File: src/rtl/lpfc_pkg.sv
package lpfc_pkg;

    // Table geometry
    localparam int ENTRIES  = 16;
    localparam int KEY_BITS = 32;
    localparam int IDX_W    = $clog2(ENTRIES);
    localparam int CNT_W    = $clog2(ENTRIES + 1);
    localparam int CAP_W    = 5;
    localparam int CMP_W    = (CNT_W > CAP_W) ? CNT_W : CAP_W;

    // APB register map
    localparam int PADDR_W = 3;
    localparam logic [PADDR_W-1:0] ADDR_ENTRIES_IN_USE = 3'd0;
    localparam logic [CAP_W-1:0]   ENTRIES_IN_USE_RST  = 5'd16;

    // Command codes
    localparam logic [1:0] CMD_LOOKUP   = 2'd0;
    localparam logic [1:0] CMD_COMPLETE = 2'd1;
    localparam logic [1:0] CMD_EVICT    = 2'd2;

    typedef enum logic [1:0] {
        ST_LOADING = 2'd0,
        ST_READY   = 2'd1,
        ST_FAILED  = 2'd2
    } status_t;

    // One word of the entry memory
    typedef struct packed {
        logic [KEY_BITS-1:0] key;
        status_t             status;
        logic [31:0]         handle;
        logic [31:0]         stamp;
    } entry_t;

    // What a full pass over the table found
    typedef struct packed {
        logic             match_found;
        logic [IDX_W-1:0] match_idx;
        entry_t           match_entry;
        logic             victim_found;
        logic [IDX_W-1:0] victim_idx;
        logic [KEY_BITS-1:0] victim_key;
        logic             free_found;
        logic [IDX_W-1:0] free_idx;
        logic [CNT_W-1:0] count;
    } scan_res_t;

endpackage

File: src/rtl/lpfc_mem.sv
module lpfc_mem
    import lpfc_pkg::*;
(
    input  logic             clk,
    input  logic             we,
    input  logic [IDX_W-1:0] waddr,
    input  entry_t           wdata,
    input  logic             re,
    input  logic [IDX_W-1:0] raddr,
    output entry_t           rdata
);

    entry_t mem [ENTRIES];
    entry_t rdata_reg;

    // Write port
    always_ff @(posedge clk)
    begin
        if (we)
        begin
            mem[waddr] <= wdata;
        end
    end

    // Registered read port
    always_ff @(posedge clk)
    begin
        if (re)
        begin
            rdata_reg <= mem[raddr];
        end
    end

    assign rdata = rdata_reg;

endmodule

File: src/rtl/lpfc_scan.sv
module lpfc_scan
    import lpfc_pkg::*;
(
    input  logic                clk,
    input  logic                rst_n,
    input  logic                clear,
    input  logic                step,
    input  logic [IDX_W-1:0]    idx,
    input  logic                vbit,
    input  entry_t              rdata,
    input  logic [KEY_BITS-1:0] key,
    input  logic [31:0]         now,
    output scan_res_t           res
);

    scan_res_t   res_reg;
    scan_res_t   res_next;
    logic [31:0] best_reg;
    logic [31:0] best_next;
    logic [31:0] age;

    assign age = now - rdata.stamp;

    // Fold one entry into the running match, victim, free slot and count
    always_comb
    begin
        res_next  = res_reg;
        best_next = best_reg;
        if (clear)
        begin
            res_next  = '0;
            best_next = '0;
        end
        else if (step)
        begin
            if (vbit)
            begin
                res_next.count = res_reg.count + CNT_W'(1);
            end
            if (vbit && !res_reg.match_found && (rdata.key == key))
            begin
                res_next.match_found = 1'b1;
                res_next.match_idx   = idx;
                res_next.match_entry = rdata;
            end
            if (vbit && (rdata.status != ST_LOADING) &&
                (!res_reg.victim_found || (age > best_reg)))
            begin
                res_next.victim_found = 1'b1;
                res_next.victim_idx   = idx;
                res_next.victim_key   = rdata.key;
                best_next             = age;
            end
            if (!vbit && !res_reg.free_found)
            begin
                res_next.free_found = 1'b1;
                res_next.free_idx   = idx;
            end
        end
    end

    always_ff @(posedge clk or negedge rst_n)
    begin
        if (!rst_n)
        begin
            res_reg  <= '0;
            best_reg <= '0;
        end
        else
        begin
            res_reg  <= res_next;
            best_reg <= best_next;
        end
    end

    assign res = res_reg;

endmodule

File: src/rtl/lru_pending_fetch_cache.sv
// A start transfer leads through S_SCAN and S_FIN; done is registered from S_FIN.
// No new command is taken while busy; the table is walked one entry
// per cycle through the single read port of the entry memory.
// The result is shown for one cycle on done; the receiver cannot stall it.
// Reset clears the valid bits, the access counter and sets entries_in_use to 16;
// no clearing pass is needed, so commands are taken right after reset.
module lru_pending_fetch_cache
    import lpfc_pkg::*;
(
    input  logic               clk,
    input  logic               rst_n,
    // command channel
    input  logic               start,
    output logic               busy,
    input  logic [1:0]         cmd,
    input  logic [31:0]        key,
    input  logic               fetch_ok,
    input  logic [31:0]        loaded_handle,
    // result channel
    output logic               done,
    output logic               hit,
    output logic               ready_res,
    output logic [31:0]        texture_handle,
    output logic               start_fetch,
    output logic               evicted,
    output logic [31:0]        evicted_key,
    output logic               refused,
    // APB configuration port
    input  logic               psel,
    input  logic               penable,
    input  logic               pwrite,
    input  logic [PADDR_W-1:0] paddr,
    input  logic [31:0]        pwdata,
    output logic [31:0]        prdata,
    output logic               pready
);

    typedef enum logic [2:0] {
        S_IDLE = 3'b001,
        S_SCAN = 3'b010,
        S_FIN  = 3'b100
    } state_t;

    state_t              state_reg;
    state_t              state_next;
    logic [IDX_W-1:0]    idx_reg;
    logic [IDX_W-1:0]    idx_next;
    logic [ENTRIES-1:0]  valid_reg;
    logic [ENTRIES-1:0]  valid_next;
    logic [31:0]         clock_reg;
    logic [31:0]         clock_next;
    logic [CAP_W-1:0]    eiu_reg;

    logic [1:0]          cmd_reg;
    logic [KEY_BITS-1:0] key_reg;
    logic                ok_reg;
    logic [31:0]         lh_reg;

    logic                done_reg;
    logic                hit_reg;
    logic                rdy_reg;
    logic [31:0]         th_reg;
    logic                sf_reg;
    logic                ev_reg;
    logic [31:0]         evk_reg;
    logic                ref_reg;

    logic                accept;
    logic                last;
    logic                cfg_wr;
    logic                mem_we;
    logic [IDX_W-1:0]    mem_waddr;
    entry_t              mem_wdata;
    logic                mem_re;
    logic [IDX_W-1:0]    mem_raddr;
    entry_t              mem_rdata;
    scan_res_t           res;

    logic [CMP_W-1:0]    cap;
    logic                full;
    logic [IDX_W-1:0]    slot;
    logic                f_hit;
    logic                f_rdy;
    logic [31:0]         f_th;
    logic                f_sf;
    logic                f_ev;
    logic [31:0]         f_evk;
    logic                f_ref;

    assign busy   = (state_reg != S_IDLE);
    assign accept = start && !busy;
    assign last   = (idx_reg == IDX_W'(ENTRIES - 1));

    // Configuration register
    assign pready = 1'b1;
    assign cfg_wr = psel && penable && pwrite && (paddr == ADDR_ENTRIES_IN_USE);
    assign prdata = (paddr == ADDR_ENTRIES_IN_USE) ? {27'd0, eiu_reg} : 32'd0;

    always_ff @(posedge clk or negedge rst_n)
    begin
        if (!rst_n)
        begin
            eiu_reg <= ENTRIES_IN_USE_RST;
        end
        else if (cfg_wr)
        begin
            eiu_reg <= pwdata[CAP_W-1:0];
        end
    end

    // Saturate the capacity limit to 1..ENTRIES
    always_comb
    begin
        cap = CMP_W'(eiu_reg);
        if (eiu_reg == '0)
        begin
            cap = CMP_W'(1);
        end
        else if (CMP_W'(eiu_reg) > CMP_W'(ENTRIES))
        begin
            cap = CMP_W'(ENTRIES);
        end
    end

    assign full = (CMP_W'(res.count) >= cap);

    // Walk the table: read entry idx+1 while entry idx is folded in
    always_comb
    begin
        mem_re    = 1'b0;
        mem_raddr = '0;
        if (accept)
        begin
            mem_re = 1'b1;
        end
        else if ((state_reg == S_SCAN) && !last)
        begin
            mem_re    = 1'b1;
            mem_raddr = idx_reg + IDX_W'(1);
        end
    end

    lpfc_mem u_mem (
        .clk   (clk),
        .we    (mem_we),
        .waddr (mem_waddr),
        .wdata (mem_wdata),
        .re    (mem_re),
        .raddr (mem_raddr),
        .rdata (mem_rdata)
    );

    lpfc_scan u_scan (
        .clk   (clk),
        .rst_n (rst_n),
        .clear (accept),
        .step  (state_reg == S_SCAN),
        .idx   (idx_reg),
        .vbit  (valid_reg[idx_reg]),
        .rdata (mem_rdata),
        .key   (key_reg),
        .now   (clock_reg),
        .res   (res)
    );

    // Apply the command once the pass is complete
    always_comb
    begin
        valid_next = valid_reg;
        clock_next = clock_reg;
        mem_we     = 1'b0;
        mem_waddr  = res.match_idx;
        mem_wdata  = res.match_entry;
        slot       = res.free_idx;
        f_hit      = 1'b0;
        f_rdy      = 1'b0;
        f_th       = '0;
        f_sf       = 1'b0;
        f_ev       = 1'b0;
        f_evk      = '0;
        f_ref      = 1'b0;
        if (state_reg == S_FIN)
        begin
            case (cmd_reg)
                CMD_LOOKUP:
                begin
                    clock_next = clock_reg + 32'd1;
                    if (res.match_found)
                    begin
                        f_hit           = 1'b1;
                        mem_we          = 1'b1;
                        mem_wdata.stamp = clock_reg;
                        if (res.match_entry.status == ST_READY)
                        begin
                            f_rdy = 1'b1;
                            f_th  = res.match_entry.handle;
                        end
                    end
                    else if (full && !res.victim_found)
                    begin
                        f_ref = 1'b1;
                    end
                    else
                    begin
                        if (full)
                        begin
                            f_ev  = 1'b1;
                            f_evk = 32'(res.victim_key);
                            valid_next[res.victim_idx] = 1'b0;
                            if (!res.free_found || (res.victim_idx < res.free_idx))
                            begin
                                slot = res.victim_idx;
                            end
                        end
                        f_sf             = 1'b1;
                        valid_next[slot] = 1'b1;
                        mem_we           = 1'b1;
                        mem_waddr        = slot;
                        mem_wdata.key    = key_reg;
                        mem_wdata.status = ST_LOADING;
                        mem_wdata.handle = '0;
                        mem_wdata.stamp  = clock_reg;
                    end
                end
                CMD_COMPLETE:
                begin
                    if (res.match_found)
                    begin
                        f_hit  = 1'b1;
                        mem_we = 1'b1;
                        if (ok_reg)
                        begin
                            mem_wdata.status = ST_READY;
                            mem_wdata.handle = lh_reg;
                        end
                        else
                        begin
                            mem_wdata.status = ST_FAILED;
                        end
                    end
                end
                CMD_EVICT:
                begin
                    if (res.match_found)
                    begin
                        f_hit = 1'b1;
                        f_ev  = 1'b1;
                        f_evk = 32'(res.match_entry.key);
                        valid_next[res.match_idx] = 1'b0;
                    end
                end
                default:
                begin
                    f_hit = 1'b0;
                end
            endcase
        end
    end

    // Sequence one command through scan and finish
    always_comb
    begin
        state_next = state_reg;
        idx_next   = idx_reg;
        case (state_reg)
            S_IDLE:
            begin
                if (accept)
                begin
                    state_next = S_SCAN;
                    idx_next   = '0;
                end
            end
            S_SCAN:
            begin
                idx_next = idx_reg + IDX_W'(1);
                if (last)
                begin
                    state_next = S_FIN;
                end
            end
            S_FIN:
            begin
                state_next = S_IDLE;
            end
            default:
            begin
                state_next = S_IDLE;
            end
        endcase
    end

    always_ff @(posedge clk or negedge rst_n)
    begin
        if (!rst_n)
        begin
            state_reg <= S_IDLE;
            idx_reg   <= '0;
            valid_reg <= '0;
            clock_reg <= '0;
            done_reg  <= 1'b0;
        end
        else
        begin
            state_reg <= state_next;
            idx_reg   <= idx_next;
            valid_reg <= valid_next;
            clock_reg <= clock_next;
            done_reg  <= (state_reg == S_FIN);
        end
    end

    // Hold the command fields for the whole pass
    always_ff @(posedge clk)
    begin
        if (accept)
        begin
            cmd_reg <= cmd;
            key_reg <= key[KEY_BITS-1:0];
            ok_reg  <= fetch_ok;
            lh_reg  <= loaded_handle;
        end
    end

    // Register the result for its one-cycle transfer
    always_ff @(posedge clk)
    begin
        if (state_reg == S_FIN)
        begin
            hit_reg <= f_hit;
            rdy_reg <= f_rdy;
            th_reg  <= f_th;
            sf_reg  <= f_sf;
            ev_reg  <= f_ev;
            evk_reg <= f_evk;
            ref_reg <= f_ref;
        end
    end

    assign done           = done_reg;
    assign hit            = hit_reg;
    assign ready_res      = rdy_reg;
    assign texture_handle = th_reg;
    assign start_fetch    = sf_reg;
    assign evicted        = ev_reg;
    assign evicted_key    = evk_reg;
    assign refused        = ref_reg;

`ifndef SYNTHESIS
    a_done_after_fin: assert property (@(posedge clk) disable iff (!rst_n)
        done |-> $past(state_reg == S_FIN))
        else $error("done strobe without a finish cycle");

    a_busy_after_accept: assert property (@(posedge clk) disable iff (!rst_n)
        (start && !busy) |=> busy)
        else $error("busy not raised after a start transfer");

    a_refused_alone: assert property (@(posedge clk) disable iff (!rst_n)
        (done && refused) |-> (!hit && !start_fetch && !evicted))
        else $error("refused result carries other flags");

    a_fetch_on_miss: assert property (@(posedge clk) disable iff (!rst_n)
        (done && start_fetch) |-> !hit)
        else $error("fetch requested on a hit");
`endif

endmodule
File: config.mk
export PLATFORM = sky130hd
export DESIGN_NAME = lru_pending_fetch_cache
export DESIGN_NICKNAME = d
export VERILOG_FILES = /design/src/rtl/lpfc_pkg.sv /design/src/rtl/lpfc_mem.sv /design/src/rtl/lpfc_scan.sv /design/src/rtl/lru_pending_fetch_cache.sv
export SDC_FILE = /design/constraint.sdc
export NUM_CORES = 2
export LEC_CHECK = 0
export BUFFER_PORTS_ARGS = -buffer_cell sky130_fd_sc_hd__clkbuf_2
export CORE_MARGIN = 2
export CORE_UTILIZATION = 50
export CTS_CLUSTER_SIZE = 14
export DETAILED_ROUTE_END_ITERATION = 16
export GPL_TIMING_DRIVEN = 0
export PLACE_DENSITY = 0.68
export SLEW_MARGIN = 20
export SYNTH_ARGS = -nofsm -noshare
export SYNTH_HDL_FRONTEND = slang
export SYNTH_SLANG_ARGS = --single-unit
File: constraint.sdc
create_clock -name clk -period 16.3 [get_ports clk]
set_clock_uncertainty 0.2 [all_clocks]
set_input_delay 1.63 -clock clk [delete_from_list [all_inputs] [get_ports clk]]
set_output_delay 1.63 -clock clk [all_outputs]
set_load 0.01 [all_outputs]
==> metrics.csv <==
stage;metric;value;unit
power;switchingPower;3536;uW
routing;ant_nets;0;
critical_path;worstPathMaxFanout;10;
logic_synthesis;synth_ff_type;edfxtp_1;
cts;cts-root-buf;clkbuf_16;
routing;routed_wl;236800;um
run;cap_violations;0;
cts;clk_path_buf_depth;3;
power;p_per_area;132.3;nW/um^2
cts;hold_buffers;0;
finish;drive_above_1_share;0.1511;
global_routing;track_usage;0.2774;
cts;cts_buffers;201;
power;power.internal;8982;uW
global_routing;grt_pass1_wl;342900;um
power;p_comb_frac;0.164;
power;power.share.clock;0.361;
routing;vias_per_cell;6.272;
routing;wl_per_cell;27.46;um
timing;fmaxAchievable;138.7;MHz
global_routing;use_met2;0.4159;
min_path;hold_path_depth;2;
routing;drt_first_pass_iters;6;
placed_design;dp.cells;8241;
critical_path;critical_path.startpoint_type;flip-flop;
timing;hold_viol;0;
cts;cts.clk_slew.worst_paths;0.06;ns
timing;timing.setup.tns;0;ns
finish;nets;6439;
routing;route.detailed.drc;0;
routing;vias;54090;
die;ioPinCount;212;
power;finalPower;12520;uW
cts;cts_setup_buffers;0;
cts;clk_latency;0.86;ns
global_routing;antenna_found_initial;16;
die;die_h;410.2;um
critical_path;arrival;7.55;ns
global_routing;grt_pass1_vias;51970;
cts;cts_tree;built;
logic_synthesis;async_reset_ff_frac;0.1188;
power;vdd_drop_max;0.1332;mV
critical_path;cp.required;16.64;ns
critical_path;reg2reg_slack;9.09;ns
global_routing;grt.met3_usage;0.06295;
logic_synthesis;synth.distinct_cells;76;
cts;cts_num_sinks;2045;
finish;area_growth;14.71;%
power;swShare;0.2825;
power;power.static_leakage;0.03424;uW
timing;post-route-period-util;0.4422;
placed_design;dp_hpwl;167300;um
logic_synthesis;yosys_register_bits;2045;
placed_design;port_buffers;156;
die;rows;149;
global_routing;grt.busiest_layer;met2;
global_routing;grtUsageMet1;0.3963;
timing;setup_violations;0;
die;dieArea;168300;um^2
global_routing;grt_start_max_net_pins;79;
logic_synthesis;syn_area;82520;um^2
die;core;164400;um^2
logic_synthesis;synth.avg_cell_area;14.73;um^2
logic_synthesis;synth_warnings;0;
routing;drt_iter0_drc;8053;
timing;max_slew_margin;0.1991;
power;p_seq_frac;0.475;
timing;worst_slew_pin_slew;1.199;ns
logic_synthesis;synth_edf_count;1802;
timing;slew_viol_final;0;
critical_path;critPathKind;flip-flop to flip-flop;
min_path;hp-class;flip-flop to flip-flop;
placed_design;place.gp.congestion;0.8690;
finish;stdcell_count;8624;
global_routing;overflow;0;
cts;cts_htree_levels;4;
logic_synthesis;postSynthCellCount;5602;
outcome;outcome;complete, no violations;
cts;cts_resized;0;
critical_path;endpoint_kind;flip-flop;
logic_synthesis;ys_seq_area_frac;0.7295;
die;fp.dieW;410.2;um
finish;largest_reg_flops;1568;
critical_path;r2r_cells;17;
timing;rsz0062_at_grt;no;
die;initial_utilization;0.5018;
timing;finalCriticalPeriod;7.208;ns
==> cell usage in the layout (no fill, tap or decap), drive strengths merged, types with 67 or more instances in the layout <==
master and instances:
edfxtp 1802, clkbuf 753, nand2 590, buf 385, o21ai 375, dfrtp 241
and3 205, a31oi 205, a211oi 204, o22ai 203, o221ai 198, nand3 180
inv 167, mux4 102, ha 74, clkinv 73, a22o 67
==> per-layer routing <==
metal,up-vias,part of all wire
met2,3261,0.45
met4,4,0.039
li1,23230,-
met3,468,0.11
met5,-,0.000093
met1,27130,0.40
==> critical path: stages (launching register included) <==
cell and delay (ns):
edfxtp_1 0.65, nor2_1 0.88, nand2_1 0.39, nor2_1 0.20
a21boi_2 0.83, nor2_1 0.19, or2_2 0.34, clkbuf_1 0.25
nor4_2 0.80, buf_2 0.35, buf_2 0.25, buf_4 0.19
buf_2 0.21, buf_2 0.24, buf_2 0.24, buf_2 0.24
buf_2 0.23, buf_4 0.20
==> layout make-up <==
type                            instances  area (um^2)
Sequential cell                      2045        60200
Clock inverter                         97        898.4
Tap cell                             2189         2739
Fill cell                           12660        69770
Clock buffer                          276         5483
Antenna cell                            9        22.52
Multi-Input combinational cell       2985        20120
Inverter                              161        604.3
Timing Repair Buffer                  425         2750
Buffer                                437         1841
==> cell families after synthesis <==
kind of cell / synth area share
other: 0.00009101
muxes: 0.03475
and+or+nand+nor: 0.06919
DFF: 0.7295
adders and majority gates: 0.01146
xor gates and xnor gates: 0.01030
AOI/OAI and AO/OA: 0.1155
buffers and inverters: 0.02923
==> Yosys cell counts, types with 9 or more instances <==
cell type	number	area, um^2
edfxtp_1	1802	54110
nand2_1	590	2215
o21ai_0	374	1872
clkbuf_1	321	1205
dfrtp_1	241	6031
a31oi_1	205	1282
and3_1	205	1282
a211oi_1	204	1531
o22ai_1	203	1270
o221ai_1	198	1734
nand3_1	180	900.9
inv_1	158	593.1
mux4_2	100	2252
ha_1	74	925.9
a22o_1	67	586.8
nor2_1	64	240.2
xnor2_1	59	516.8
a21oi_1	53	265.3
buf_1	48	180.2
and2_1	44	275.3
buf_2	38	190.2
mux2_2	38	427.9
xor2_1	38	332.8
nor3_1	34	170.2
buf_4	28	210.2
a21o_1	26	195.2
nand4_1	26	162.7
o31ai_1	23	172.7
nand2b_1	13	81.33
mux2i_1	12	120.1
nor4_1	12	75.07
nor2b_1	9	56.30
o211ai_1	9	67.56
o21a_1	9	67.56
==> per-stage QoR <==
stage	utilization	worst slack [ns]	area [um^2]	hold slack [ns]
5_1_grt	0.5755	8.749	94630	0.3156
3_5_place_dp	0.5366	9.200	88240	0.2864
2_1_floorplan	-	2.654	82610	0.2648
3_3_place_gp	0.5238	-7.269	86130	0.2772
6_report	0.5757	9.092	94660	0.2969
4_1_cts	0.5754	9.143	94620	0.2992
==> final timing paths <==
| path | startpoint | endpoint |
|---|---|---|
| worst min register to register | u_scan.res[50] | u_scan.res[50] |
| max in group asynchronous | rst_n | u_scan.res[93] |
| worst max-delay path | cmd_reg[1] | u_mem.mem[15][51] |
| worst min-delay path | u_scan.res[50] | u_scan.res[50] |
| worst max register to register | cmd_reg[1] | u_mem.mem[15][51] |
| min in group asynchronous | rst_n | u_scan.res[44] |
==> power by group through the flow <==
| stage | combinational (uW) | sequential, uW | clock (uW) |
|---|---|---|---|
| 2_1_floorplan | 1170 | 6010 | 0 |
| 3_5_place_dp | 2000 | 6050 | 0 |
| 6_report | 2050 | 5950 | 4520 |
| 5_1_grt | 2180 | 5960 | 4750 |
| 4_1_cts | 2010 | 5950 | 4550 |
| 3_3_place_gp | 1940 | 6080 | 0 |
Power figures use the tool's default switching activity.
